File: src/hdl/bus_frame_receiver_assert.svh
// Assertion macros for the bus frame receiver.
// Expects clk and rst in the scope of each use.
`ifndef BUS_FRAME_RECEIVER_ASSERT_SVH
`define BUS_FRAME_RECEIVER_ASSERT_SVH

`ifndef SYNTH
`define BFR_CHECK_IMP(name, ante, cons) \
  name: assert property (@(posedge clk) disable iff (rst) (ante) |-> (cons)) \
    else $error("bus_frame_receiver: assertion failed");
`define BFR_CHECK_NEXT(name, ante, cons) \
  name: assert property (@(posedge clk) disable iff (rst) (ante) |=> (cons)) \
    else $error("bus_frame_receiver: assertion failed");
`else
`define BFR_CHECK_IMP(name, ante, cons)
`define BFR_CHECK_NEXT(name, ante, cons)
`endif

`endif

File: src/hdl/bfr_pkg.sv
// Shared types and constants of the bus frame receiver.
// No dependencies.
package bfr_pkg;

  localparam int unsigned BYTE_W     = 8;
  localparam int unsigned ADDR_W     = 48;
  localparam int unsigned LEN_W      = 16;
  localparam int unsigned ID_W       = 16;
  localparam int unsigned INDEX_W    = 10;
  localparam int unsigned KIND_W     = 2;
  localparam int unsigned HDR_CNT_W  = 5;
  localparam int unsigned CFG_IDX_W  = 1;

  localparam logic [BYTE_W-1:0]  START_BYTE      = 8'hA5;
  localparam logic [ADDR_W-1:0]  BROADCAST_ADDR  = 48'hFFFF_FFFF_FFFF;
  localparam logic [INDEX_W-1:0] MAX_PAYLOAD_RST = 10'd1006;

  localparam logic [KIND_W-1:0] KIND_HEADER  = 2'd0;
  localparam logic [KIND_W-1:0] KIND_PAYLOAD = 2'd1;
  localparam logic [KIND_W-1:0] KIND_ERROR   = 2'd2;

  localparam logic [CFG_IDX_W-1:0] REG_OWN_ADDRESS = 1'd0;
  localparam logic [CFG_IDX_W-1:0] REG_MAX_PAYLOAD = 1'd1;

  typedef struct packed {
    logic [KIND_W-1:0]  kind;
    logic [BYTE_W-1:0]  type_code;
    logic [ADDR_W-1:0]  source_address;
    logic [ID_W-1:0]    message_id;
    logic [LEN_W-1:0]   payload_length;
    logic               to_all;
    logic [INDEX_W-1:0] byte_index;
    logic [BYTE_W-1:0]  data_byte;
    logic               last;
  } result_t;

  typedef struct packed {
    logic    valid;
    result_t data;
  } beat_t;

endpackage

File: src/hdl/bfr_in_if.sv
// Receive byte channel: valid/ready transaction carrying one bus byte.
// Depends on bfr_pkg.
interface bfr_in_if;
  import bfr_pkg::*;

  logic              valid;
  logic              ready;
  logic [BYTE_W-1:0] rx_byte;

  modport source (output valid, output rx_byte, input ready);
  modport sink (input valid, input rx_byte, output ready);
endinterface

File: src/hdl/bfr_out_if.sv
// Result channel: valid/ready transaction carrying one frame result.
// Depends on bfr_pkg.
interface bfr_out_if;
  import bfr_pkg::*;

  logic               valid;
  logic               ready;
  logic [KIND_W-1:0]  kind;
  logic [BYTE_W-1:0]  type_code;
  logic [ADDR_W-1:0]  source_address;
  logic [ID_W-1:0]    message_id;
  logic [LEN_W-1:0]   payload_length;
  logic               to_all;
  logic [INDEX_W-1:0] byte_index;
  logic [BYTE_W-1:0]  data_byte;
  logic               last;

  modport source (
    output valid, output kind, output type_code, output source_address,
    output message_id, output payload_length, output to_all,
    output byte_index, output data_byte, output last, input ready
  );
  modport sink (
    input valid, input kind, input type_code, input source_address,
    input message_id, input payload_length, input to_all,
    input byte_index, input data_byte, input last, output ready
  );
endinterface

File: src/hdl/bfr_parser.sv
// Frame parser: hunt, header collection and payload tracking, plus config registers.
// Depends on bfr_pkg and bus_frame_receiver_assert.svh.
`include "bus_frame_receiver_assert.svh"

module bfr_parser (
  input  logic                               clk,
  input  logic                               rst,
  input  logic                               take,
  input  logic [bfr_pkg::BYTE_W-1:0]         rx_byte,
  input  logic                               wr_en,
  input  logic [bfr_pkg::CFG_IDX_W-1:0]      wr_index,
  input  logic [bfr_pkg::ADDR_W-1:0]         wr_data,
  output bfr_pkg::beat_t                     beat
);
  import bfr_pkg::*;

  localparam logic [1:0] PH_HUNT    = 2'd0;
  localparam logic [1:0] PH_HEADER  = 2'd1;
  localparam logic [1:0] PH_PAYLOAD = 2'd2;

  localparam logic [HDR_CNT_W-1:0] POS_TYPE   = 5'd0;
  localparam logic [HDR_CNT_W-1:0] POS_LEN_LO = 5'd1;
  localparam logic [HDR_CNT_W-1:0] POS_LEN_HI = 5'd2;
  localparam logic [HDR_CNT_W-1:0] POS_SRC    = 5'd3;
  localparam logic [HDR_CNT_W-1:0] POS_DST    = 5'd9;
  localparam logic [HDR_CNT_W-1:0] POS_ID_LO  = 5'd15;
  localparam logic [HDR_CNT_W-1:0] POS_LAST   = 5'd16;

  logic [ADDR_W-1:0]    own_address;
  logic [INDEX_W-1:0]   max_payload;

  logic [1:0]           phase, phase_next;
  logic [HDR_CNT_W-1:0] header_count, header_count_next;
  logic [BYTE_W-1:0]    frame_type, frame_type_next;
  logic [LEN_W-1:0]     declared_length, declared_length_next;
  logic [ADDR_W-1:0]    sender_address, sender_address_next;
  logic [ADDR_W-1:0]    target_address, target_address_next;
  logic [ID_W-1:0]      frame_id, frame_id_next;
  logic [INDEX_W-1:0]   payload_count, payload_count_next;
  logic                 frame_accepted, frame_accepted_next;

  logic [2:0]           src_sel, dst_sel;
  logic                 hit;
  logic                 pay_last;

  assign src_sel  = 3'(header_count - POS_SRC);
  assign dst_sel  = 3'(header_count - POS_DST);
  assign hit      = (target_address_next == own_address) ||
                    (target_address_next == BROADCAST_ADDR);
  assign pay_last = LEN_W'({1'b0, payload_count} + 11'd1) >= declared_length;

  always_comb begin
    phase_next           = phase;
    header_count_next    = header_count;
    frame_type_next      = frame_type;
    declared_length_next = declared_length;
    sender_address_next  = sender_address;
    target_address_next  = target_address;
    frame_id_next        = frame_id;
    payload_count_next   = payload_count;
    frame_accepted_next  = frame_accepted;
    beat                 = '0;

    unique case (phase)
      PH_HUNT: begin
        if (rx_byte == START_BYTE) begin
          phase_next           = PH_HEADER;
          header_count_next    = '0;
          frame_type_next      = '0;
          declared_length_next = '0;
          sender_address_next  = '0;
          target_address_next  = '0;
          frame_id_next        = '0;
          payload_count_next   = '0;
          frame_accepted_next  = 1'b0;
        end
      end
      PH_HEADER: begin
        if (header_count == POS_TYPE) begin
          frame_type_next = rx_byte;
        end else if (header_count == POS_LEN_LO) begin
          declared_length_next[7:0] = rx_byte;
        end else if (header_count == POS_LEN_HI) begin
          declared_length_next[15:8] = rx_byte;
        end else if (header_count < POS_DST) begin
          sender_address_next[{src_sel, 3'b000} +: BYTE_W] = rx_byte;
        end else if (header_count < POS_ID_LO) begin
          target_address_next[{dst_sel, 3'b000} +: BYTE_W] = rx_byte;
        end else if (header_count == POS_ID_LO) begin
          frame_id_next[7:0] = rx_byte;
        end else begin
          frame_id_next[15:8] = rx_byte;
        end

        if (header_count == POS_LAST) begin
          header_count_next  = '0;
          payload_count_next = '0;
          if (declared_length_next > LEN_W'(max_payload)) begin
            phase_next          = PH_HUNT;
            frame_accepted_next = 1'b0;
            beat.valid          = 1'b1;
            beat.data.kind      = KIND_ERROR;
            beat.data.last      = 1'b1;
          end else begin
            frame_accepted_next = hit;
            phase_next = (declared_length_next == '0) ? PH_HUNT : PH_PAYLOAD;
            beat.valid          = hit;
            beat.data.kind      = KIND_HEADER;
            beat.data.last      = (declared_length_next == '0);
          end
        end else begin
          header_count_next = header_count + 5'd1;
        end
      end
      PH_PAYLOAD: begin
        if (pay_last) begin
          phase_next         = PH_HUNT;
          payload_count_next = '0;
        end else begin
          payload_count_next = payload_count + 10'd1;
        end
        beat.valid           = frame_accepted;
        beat.data.kind       = KIND_PAYLOAD;
        beat.data.byte_index = payload_count;
        beat.data.data_byte  = rx_byte;
        beat.data.last       = pay_last;
      end
      default: begin
        phase_next = PH_HUNT;
      end
    endcase

    beat.data.type_code      = frame_type_next;
    beat.data.source_address = sender_address_next;
    beat.data.message_id     = frame_id_next;
    beat.data.payload_length = declared_length_next;
    beat.data.to_all         = (target_address_next == BROADCAST_ADDR);
    beat.valid               = beat.valid && take;
  end

  always_ff @(posedge clk) begin
    if (rst) begin
      phase           <= PH_HUNT;
      header_count    <= '0;
      frame_type      <= '0;
      declared_length <= '0;
      sender_address  <= '0;
      target_address  <= '0;
      frame_id        <= '0;
      payload_count   <= '0;
      frame_accepted  <= 1'b0;
      own_address     <= '0;
      max_payload     <= MAX_PAYLOAD_RST;
    end else begin
      if (take) begin
        phase           <= phase_next;
        header_count    <= header_count_next;
        frame_type      <= frame_type_next;
        declared_length <= declared_length_next;
        sender_address  <= sender_address_next;
        target_address  <= target_address_next;
        frame_id        <= frame_id_next;
        payload_count   <= payload_count_next;
        frame_accepted  <= frame_accepted_next;
      end
      if (wr_en) begin
        unique case (wr_index)
          REG_OWN_ADDRESS: own_address <= wr_data;
          REG_MAX_PAYLOAD: max_payload <= wr_data[INDEX_W-1:0];
        endcase
      end
    end
  end

  `BFR_CHECK_IMP(a_hdr_count_idle, phase != PH_HEADER, header_count == '0)
  `BFR_CHECK_IMP(a_pay_count_idle, phase != PH_PAYLOAD, payload_count == '0)
  `BFR_CHECK_IMP(a_payload_only_accepted,
                 beat.valid && beat.data.kind == KIND_PAYLOAD,
                 phase == PH_PAYLOAD && frame_accepted)

endmodule

File: src/hdl/bfr_out_stage.sv
// Result register with skid stage toward the result channel.
// Depends on bfr_pkg, bfr_out_if and bus_frame_receiver_assert.svh.
`include "bus_frame_receiver_assert.svh"

module bfr_out_stage (
  input  logic              clk,
  input  logic              rst,
  input  bfr_pkg::beat_t    push,
  output logic              in_ready,
  bfr_out_if.source         result
);
  import bfr_pkg::*;

  logic    out_valid;
  logic    skid_valid;
  result_t out_data;
  result_t skid_data;
  logic    advance;

  assign advance  = !out_valid || result.ready;
  assign in_ready = !skid_valid;

  always_ff @(posedge clk) begin
    if (rst) begin
      out_valid  <= 1'b0;
      skid_valid <= 1'b0;
    end else begin
      if (advance) begin
        out_valid  <= skid_valid || push.valid;
        skid_valid <= 1'b0;
      end else if (push.valid) begin
        skid_valid <= 1'b1;
      end
    end
  end

  always_ff @(posedge clk) begin
    if (advance) begin
      out_data <= skid_valid ? skid_data : push.data;
    end
    if (!advance && push.valid) begin
      skid_data <= push.data;
    end
  end

  assign result.valid          = out_valid;
  assign result.kind           = out_data.kind;
  assign result.type_code      = out_data.type_code;
  assign result.source_address = out_data.source_address;
  assign result.message_id     = out_data.message_id;
  assign result.payload_length = out_data.payload_length;
  assign result.to_all         = out_data.to_all;
  assign result.byte_index     = out_data.byte_index;
  assign result.data_byte      = out_data.data_byte;
  assign result.last           = out_data.last;

  `BFR_CHECK_IMP(a_skid_behind_out, skid_valid, out_valid)
  `BFR_CHECK_NEXT(a_stall_fills_skid, push.valid && out_valid && !result.ready, skid_valid)
  `BFR_CHECK_NEXT(a_drain_empties,
                  out_valid && result.ready && !skid_valid && !push.valid,
                  !out_valid)

endmodule

File: src/hdl/bus_frame_receiver.sv
// Bus frame receiver top level: parser plus result register with skid stage.
// Depends on bfr_pkg, bfr_in_if, bfr_out_if, bfr_parser and bfr_out_stage.
//
//   channel   direction  transaction
//   rx        in         one received bus byte (rx_byte)
//   result    out        one header, payload or error result
//   wr_*      in         config write, no handshake (index 0 own_address, 1 max_payload)
//
// One byte per cycle while rx.ready is high; each byte updates the parser state in the cycle it is taken.
// A result is registered in the output register, or first in the skid stage while the output is stalled.
// rx.ready drops only while the skid stage holds a result behind a stalled output.
// Synchronous reset returns to hunting with own_address 0 and max_payload 1006.
module bus_frame_receiver (
  input  logic                           clk,
  input  logic                           rst,
  bfr_in_if.sink                         rx,
  bfr_out_if.source                      result,
  input  logic                           wr_en,
  input  logic [bfr_pkg::CFG_IDX_W-1:0]  wr_index,
  input  logic [bfr_pkg::ADDR_W-1:0]     wr_data
);
  import bfr_pkg::*;

  logic  take;
  logic  in_ready;
  beat_t beat;

  assign rx.ready = in_ready;
  assign take     = rx.valid && in_ready;

  bfr_parser u_parser (
    .clk      (clk),
    .rst      (rst),
    .take     (take),
    .rx_byte  (rx.rx_byte),
    .wr_en    (wr_en),
    .wr_index (wr_index),
    .wr_data  (wr_data),
    .beat     (beat)
  );

  bfr_out_stage u_out_stage (
    .clk      (clk),
    .rst      (rst),
    .push     (beat),
    .in_ready (in_ready),
    .result   (result)
  );

endmodule
File: src/flat_wrapper.sv
// flat-port wrapper written by rule: the top's interface ports become plain ports
module bus_frame_receiver_flat import bfr_pkg::*;
  (clk, rst, wr_en, wr_index, wr_data, rx_valid, rx_rx_byte, rx_ready, result_valid, result_kind, result_type_code, result_source_address, result_message_id, result_payload_length, result_to_all, result_byte_index, result_data_byte, result_last, result_ready);
  bfr_in_if rx_i ();
  bfr_out_if result_i ();
  input  logic clk;
  input  logic rst;
  input  logic wr_en;
  input  logic [bfr_pkg::CFG_IDX_W-1:0] wr_index;
  input  logic [bfr_pkg::ADDR_W-1:0] wr_data;
  input wire logic [$bits(rx_i.valid)-1:0] rx_valid;
  input wire logic [$bits(rx_i.rx_byte)-1:0] rx_rx_byte;
  output wire logic [$bits(rx_i.ready)-1:0] rx_ready;
  output wire logic [$bits(result_i.valid)-1:0] result_valid;
  output wire logic [$bits(result_i.kind)-1:0] result_kind;
  output wire logic [$bits(result_i.type_code)-1:0] result_type_code;
  output wire logic [$bits(result_i.source_address)-1:0] result_source_address;
  output wire logic [$bits(result_i.message_id)-1:0] result_message_id;
  output wire logic [$bits(result_i.payload_length)-1:0] result_payload_length;
  output wire logic [$bits(result_i.to_all)-1:0] result_to_all;
  output wire logic [$bits(result_i.byte_index)-1:0] result_byte_index;
  output wire logic [$bits(result_i.data_byte)-1:0] result_data_byte;
  output wire logic [$bits(result_i.last)-1:0] result_last;
  input wire logic [$bits(result_i.ready)-1:0] result_ready;
  assign rx_i.valid = rx_valid;
  assign rx_i.rx_byte = rx_rx_byte;
  assign rx_ready = rx_i.ready;
  assign result_valid = result_i.valid;
  assign result_kind = result_i.kind;
  assign result_type_code = result_i.type_code;
  assign result_source_address = result_i.source_address;
  assign result_message_id = result_i.message_id;
  assign result_payload_length = result_i.payload_length;
  assign result_to_all = result_i.to_all;
  assign result_byte_index = result_i.byte_index;
  assign result_data_byte = result_i.data_byte;
  assign result_last = result_i.last;
  assign result_i.ready = result_ready;
  bus_frame_receiver u_core (.clk(clk), .rst(rst), .rx(rx_i), .result(result_i), .wr_en(wr_en), .wr_index(wr_index), .wr_data(wr_data));
endmodule
File: config.mk
export PLATFORM = sky130hd
export DESIGN_NAME = bus_frame_receiver_flat
export DESIGN_NICKNAME = d
export VERILOG_FILES = /design/src/hdl/bfr_pkg.sv /design/src/hdl/bfr_in_if.sv /design/src/hdl/bfr_out_if.sv /design/src/hdl/bfr_parser.sv /design/src/hdl/bfr_out_stage.sv /design/src/hdl/bus_frame_receiver.sv /design/src/flat_wrapper.sv
export VERILOG_INCLUDE_DIRS = /design/src /design/src/hdl
export SDC_FILE = /design/constraint.sdc
export NUM_CORES = 1
export LEC_CHECK = 0
export ABC_AREA = 1
export BUFFER_PORTS_ARGS = -buffer_cell sky130_fd_sc_hd__buf_2
export CORE_ASPECT_RATIO = 0.8
export CORE_UTILIZATION = 35
export DETAILED_ROUTE_END_ITERATION = 7
export SLEW_MARGIN = 5
export SYNTH_ARGS = -nofsm -noshare
export SYNTH_HDL_FRONTEND = slang
export SYNTH_SLANG_ARGS = --single-unit
File: constraint.sdc
create_clock -name clk -period 9.9 [get_ports clk]
set_input_delay 0.99 -clock clk [delete_from_list [all_inputs] [get_ports clk]]
set_output_delay 0.99 -clock clk [all_outputs]
set_load 0.02 [all_outputs]
==> implementation parameters <==
Parameter                              Value

Clocking
  Cell chosen for the clock root    sky130_fd_sc_hd__clkbuf_16
  Number of buffers inserted during clock tree synthesis    46
  Post-cts sizing count    0
  Clk pin slew, worst setup/hold paths    0.07 ns
  Clock Sink Count    434
  CTS H-tree depth    2
  Hold-fix buffer count after cts    0
  Maximum clock insertion buffer count    3
  Clock tree from TritonCTS    yes
  Clock insertion delay at the later pin of the skew report    approximately 0.59 ns
  Post-CTS Setup Bufs    0

Global route
  Initial antenna violation count    4
  Busiest layer in global routing    met2
  Met2 capacity usage during global routing    0.302
  Overall routing resource usage    0.200
  Pin count of the biggest net entering global routing    roughly 80
  GRT met1 Usage    0.289
  Global routing usage on met3    0.0340
  Remaining global-route overflow    0
  Wire length of the first global-routing pass    around 97000 um
  Vias in the first global route    between 15000 and 20000

Power and ir drop
  Maximum vdd drop    roughly 0.00011 V
  Total power divided by cell area    between 150 and 200 nW/um^2
  Leakage dissipation    approximately 11 nW

Setup path
  Critical path required time    around 10 ns
  Launching instance or port of the critical path    u_core.u_parser.header_count[0]
  Capture point of the critical path    u_core.u_out_stage.skid_data[36]
  Worst setup EP type    flip-flop
  Worst reg2reg path endpoint    u_core.u_out_stage.skid_data[36]
  Max Fanout on Critical Path    46
  Flop-to-flop setup slack    around 4.4 ns
  Start of the worst register-to-register path    u_core.u_parser.header_count[0]
  Arrival time worst endpoint    ~5.7 ns
  Type of the setup path with the least slack    flip-flop to flip-flop
  Worst reg-to-reg path cell count    22
  Nature of the critical path startpoint    flip-flop

Routing
  Detailed-route via count    approximately 19000
  Overall routed net length    between 60000 and 70000 um
  Via/cell ratio    5.00
  Detailed-route wire length per cell    17.3 um
  Remaining design rule violation count    0
  Antenna Violating Nets Remaining    0
  Number of design-rule violations left by the first detailed-router iteration    2026
  Count of TritonRoute iterations in the first routing pass    6

Finish
  Share of cells above drive strength 1    0.114
  Area added between synthesis and finish    14.4%
  Post-route cell area    between 20000 and 25000 um^2
  Core occupancy in the finished layout    0.409
  Final #Nets    2951

Yosys
  Cell area after synthesis    approximately 22000 um^2
  Syn. warnings    0
  Synth Register Bits    around 430
  Unique masters post-synth    50
  Avg Inst Size Synth    roughly 7.8 um^2
  Ys async rst share    0
  Ranking of synthesized cells by area    sky130_fd_sc_hd__edfxtp_1 31%, sky130_fd_sc_hd__dfxtp_1 20%, sky130_fd_sc_hd__nand2_1 16%
  Number of nets produced by synthesis    2857
  Fraction of the yosys area taken by sequential cells    0.506
  Gate count of the mapped netlist    about 2800
  EDFF count, synth    220
  Fraction of post-synthesis cell area in the top cell type by area    0.307
  Library cell with the largest summed area after synthesis    sky130_fd_sc_hd__edfxtp_1
  Top flip-flop cell by instance count after synthesis    sky130_fd_sc_hd__edfxtp_1

STA
  Clock skew    approximately 0.018 ns
  Transition time at the pin with the least slew margin    1.15 ns
  Slew HR    0.233
  Maximum achievable frequency    approximately 0.18 GHz
  Minimum period implied by the final worst setup slack    5.51 ns
  Setup repair after global routing missed its margin    false
  Final Setup Violations    0
  Post-Route Setup TNS    0 ns
  Final hold violations    0
  Tcrit/Tclk final    0.557
  Final Max Tran Viols    0

Floorplanning
  Die Outline Area    roughly 62000 um^2
  Number of primary I/O pins    between 150 and 200
  Width of the die    about 280 um
  Std-Cell Rows    80
  Starting Density    0.358
  Core area    approximately 60000 um^2
  Vertical die dimension    224 um

Placed design
  Dpl cell area    ~23000 um^2
  HPWL after DPL    between 40000 and 50000 um
  Placer's final routability congestion estimate    0.929
  IO buf count    ~170

Hold path
  Hold Path Class    flip-flop to flip-flop

Flow run
  Number of violations of the max-capacitance limit    0

Outcome
  Outcome    complete, no violations
worst max-delay path: stages (launching register included):
cell	delay [ns]
sky130_fd_sc_hd__dfxtp_1	0.55
sky130_fd_sc_hd__ha_1	0.28
sky130_fd_sc_hd__inv_1	0.06
sky130_fd_sc_hd__nor2_1	0.12
sky130_fd_sc_hd__nand2_1	0.14
sky130_fd_sc_hd__nor2_1	0.56
sky130_fd_sc_hd__inv_1	0.23
sky130_fd_sc_hd__o21ai_0	0.41
sky130_fd_sc_hd__inv_1	0.09
sky130_fd_sc_hd__ha_1	0.31
sky130_fd_sc_hd__nand3_1	0.09
sky130_fd_sc_hd__o21ai_0	0.16
sky130_fd_sc_hd__a21oi_1	0.08
sky130_fd_sc_hd__o21ai_0	0.13
sky130_fd_sc_hd__o21ai_0	0.17
sky130_fd_sc_hd__nand2_1	0.13
sky130_fd_sc_hd__nand2_1	0.08
sky130_fd_sc_hd__inv_1	0.09
sky130_fd_sc_hd__a21oi_2	0.04
sky130_fd_sc_hd__nand2_1	0.13
sky130_fd_sc_hd__nand2_2	0.09
sky130_fd_sc_hd__nor2_4	0.52
sky130_fd_sc_hd__buf_4	0.60
through the flow:
stage | instances | hold WS [ns] | setup WS [ns] | total power, mW
after floorplan | 2758 | 0.433 | 1.72 | 2.11
after global placement | 3624 | 0.452 | 4.17 | 2.20
after detailed placement | 3624 | 0.455 | 4.11 | 2.20
after CTS | 3709 | 0.465 | 4.39 | 4.15
after global routing | 3709 | 0.478 | 3.86 | 4.24
final | 3710 | 0.464 | 4.39 | 4.11
Yosys cell counts (5+ instances only):
master	n
sky130_fd_sc_hd__nand2_1	937
sky130_fd_sc_hd__inv_1	246
sky130_fd_sc_hd__a21oi_1	232
sky130_fd_sc_hd__o21ai_0	229
sky130_fd_sc_hd__edfxtp_1	220
sky130_fd_sc_hd__dfxtp_1	214
sky130_fd_sc_hd__nor2_1	164
sky130_fd_sc_hd__nand3_1	127
sky130_fd_sc_hd__clkbuf_1	94
sky130_fd_sc_hd__ha_1	37
sky130_fd_sc_hd__nand3b_1	28
sky130_fd_sc_hd__o211ai_1	27
sky130_fd_sc_hd__buf_1	24
sky130_fd_sc_hd__nand4_1	23
sky130_fd_sc_hd__nand2_2	15
sky130_fd_sc_hd__a31oi_1	12
sky130_fd_sc_hd__buf_2	10
sky130_fd_sc_hd__inv_2	10
sky130_fd_sc_hd__buf_6	9
sky130_fd_sc_hd__a22oi_1	8
sky130_fd_sc_hd__o22ai_1	8
sky130_fd_sc_hd__xor2_1	8
sky130_fd_sc_hd__nor2_2	7
sky130_fd_sc_hd__or2_2	6
sky130_fd_sc_hd__a211oi_1	5
sky130_fd_sc_hd__nor3_1	5
sky130_fd_sc_hd__o21ai_1	5
worst min path at each step:
stage / start / to / cells past startpoint
final: u_core.u_parser.sender_address[35] / u_core.u_parser.sender_address[35] / 2
after CTS: u_core.u_parser.declared_length[10] / u_core.u_parser.declared_length[10] / 2
after floorplan: u_core.u_parser.max_payload[4] / u_core.u_parser.max_payload[4] / 2
after global placement: u_core.u_parser.declared_length[3] / u_core.u_parser.declared_length[3] / 2
after detailed placement: u_core.u_parser.declared_length[10] / u_core.u_parser.declared_length[10] / 2
after global routing: u_core.u_parser.sender_address[2] / u_core.u_parser.sender_address[2] / 2
report_power, final:
part,switching [mW],leakage [nW],internal [mW]
sequential,0.0182,4.10,1.90
combinational,0.184,5.58,0.0619
clock,0.766,0.820,1.18
layout by cell type (no fill, tap or decap), types with 23 or more instances in the layout:
cell	synthesis	layout
sky130_fd_sc_hd__nor2_1	164	163
sky130_fd_sc_hd__a21oi_1	232	232
sky130_fd_sc_hd__nand3b_1	28	28
sky130_fd_sc_hd__dfxtp_1	214	213
sky130_fd_sc_hd__inv_1	246	244
sky130_fd_sc_hd__nand3_1	127	127
sky130_fd_sc_hd__nand4_1	23	23
sky130_fd_sc_hd__o21ai_0	229	229
sky130_fd_sc_hd__nand2_1	937	936
sky130_fd_sc_hd__edfxtp_1	220	220
sky130_fd_sc_hd__ha_1	37	36
sky130_fd_sc_hd__buf_2	10	172
sky130_fd_sc_hd__o211ai_1	27	27
sky130_fd_sc_hd__clkbuf_16	0	49
per-layer routing:
layer | share of wire | wire, um
met1 | 0.46 | 29700
met5 | 0.00012 | 8
met3 | 0.070 | 4460
met2 | 0.44 | 28200
met4 | 0.026 | 1680
logic make-up after synthesis:
kind of cell | Yosys count | share of synthesized area
flip-flops | 434 | 0.506
adder cells (fa/ha/maj) | 37 | 0.0215
buffers and inverters | 402 | 0.0744
AO/OA/AOI/OAI | 538 | 0.133
XOR/XNOR | 8 | 0.00326
AND/OR/NAND/NOR | 1339 | 0.261
registers in the layout (all words and copies together), names as in the netlist, 2 cells and up:
signal,count
u_core.u_out_stage.skid_data,110
u_core.u_out_stage.result.source_address,48
u_core.u_parser.own_address,48
u_core.u_parser.sender_address,48
u_core.u_parser.target_address,48
u_core.u_out_stage.result.message_id,16
u_core.u_out_stage.result.payload_length,16
u_core.u_parser.declared_length,16
u_core.u_parser.frame_id,16
u_core.u_out_stage.result.byte_index,10
u_core.u_parser.max_payload,10
u_core.u_parser.payload_count,10
u_core.u_out_stage.result.data_byte,8
u_core.u_out_stage.result.type_code,8
u_core.u_parser.frame_type,8
u_core.u_parser.header_count,5
u_core.u_out_stage.result.kind,2
u_core.u_parser.phase,2
cell type report:
type,count,area [um^2]
antenna,1,2.50
clock buffer,56,1270
clock inverter,29,408
fill,6128,35600
inverter,261,987
multi-input combinational,1922,9040
sequential,434,10900
tap,820,1030
timing repair buffer,187,973
Power figures use the tool's default switching activity.
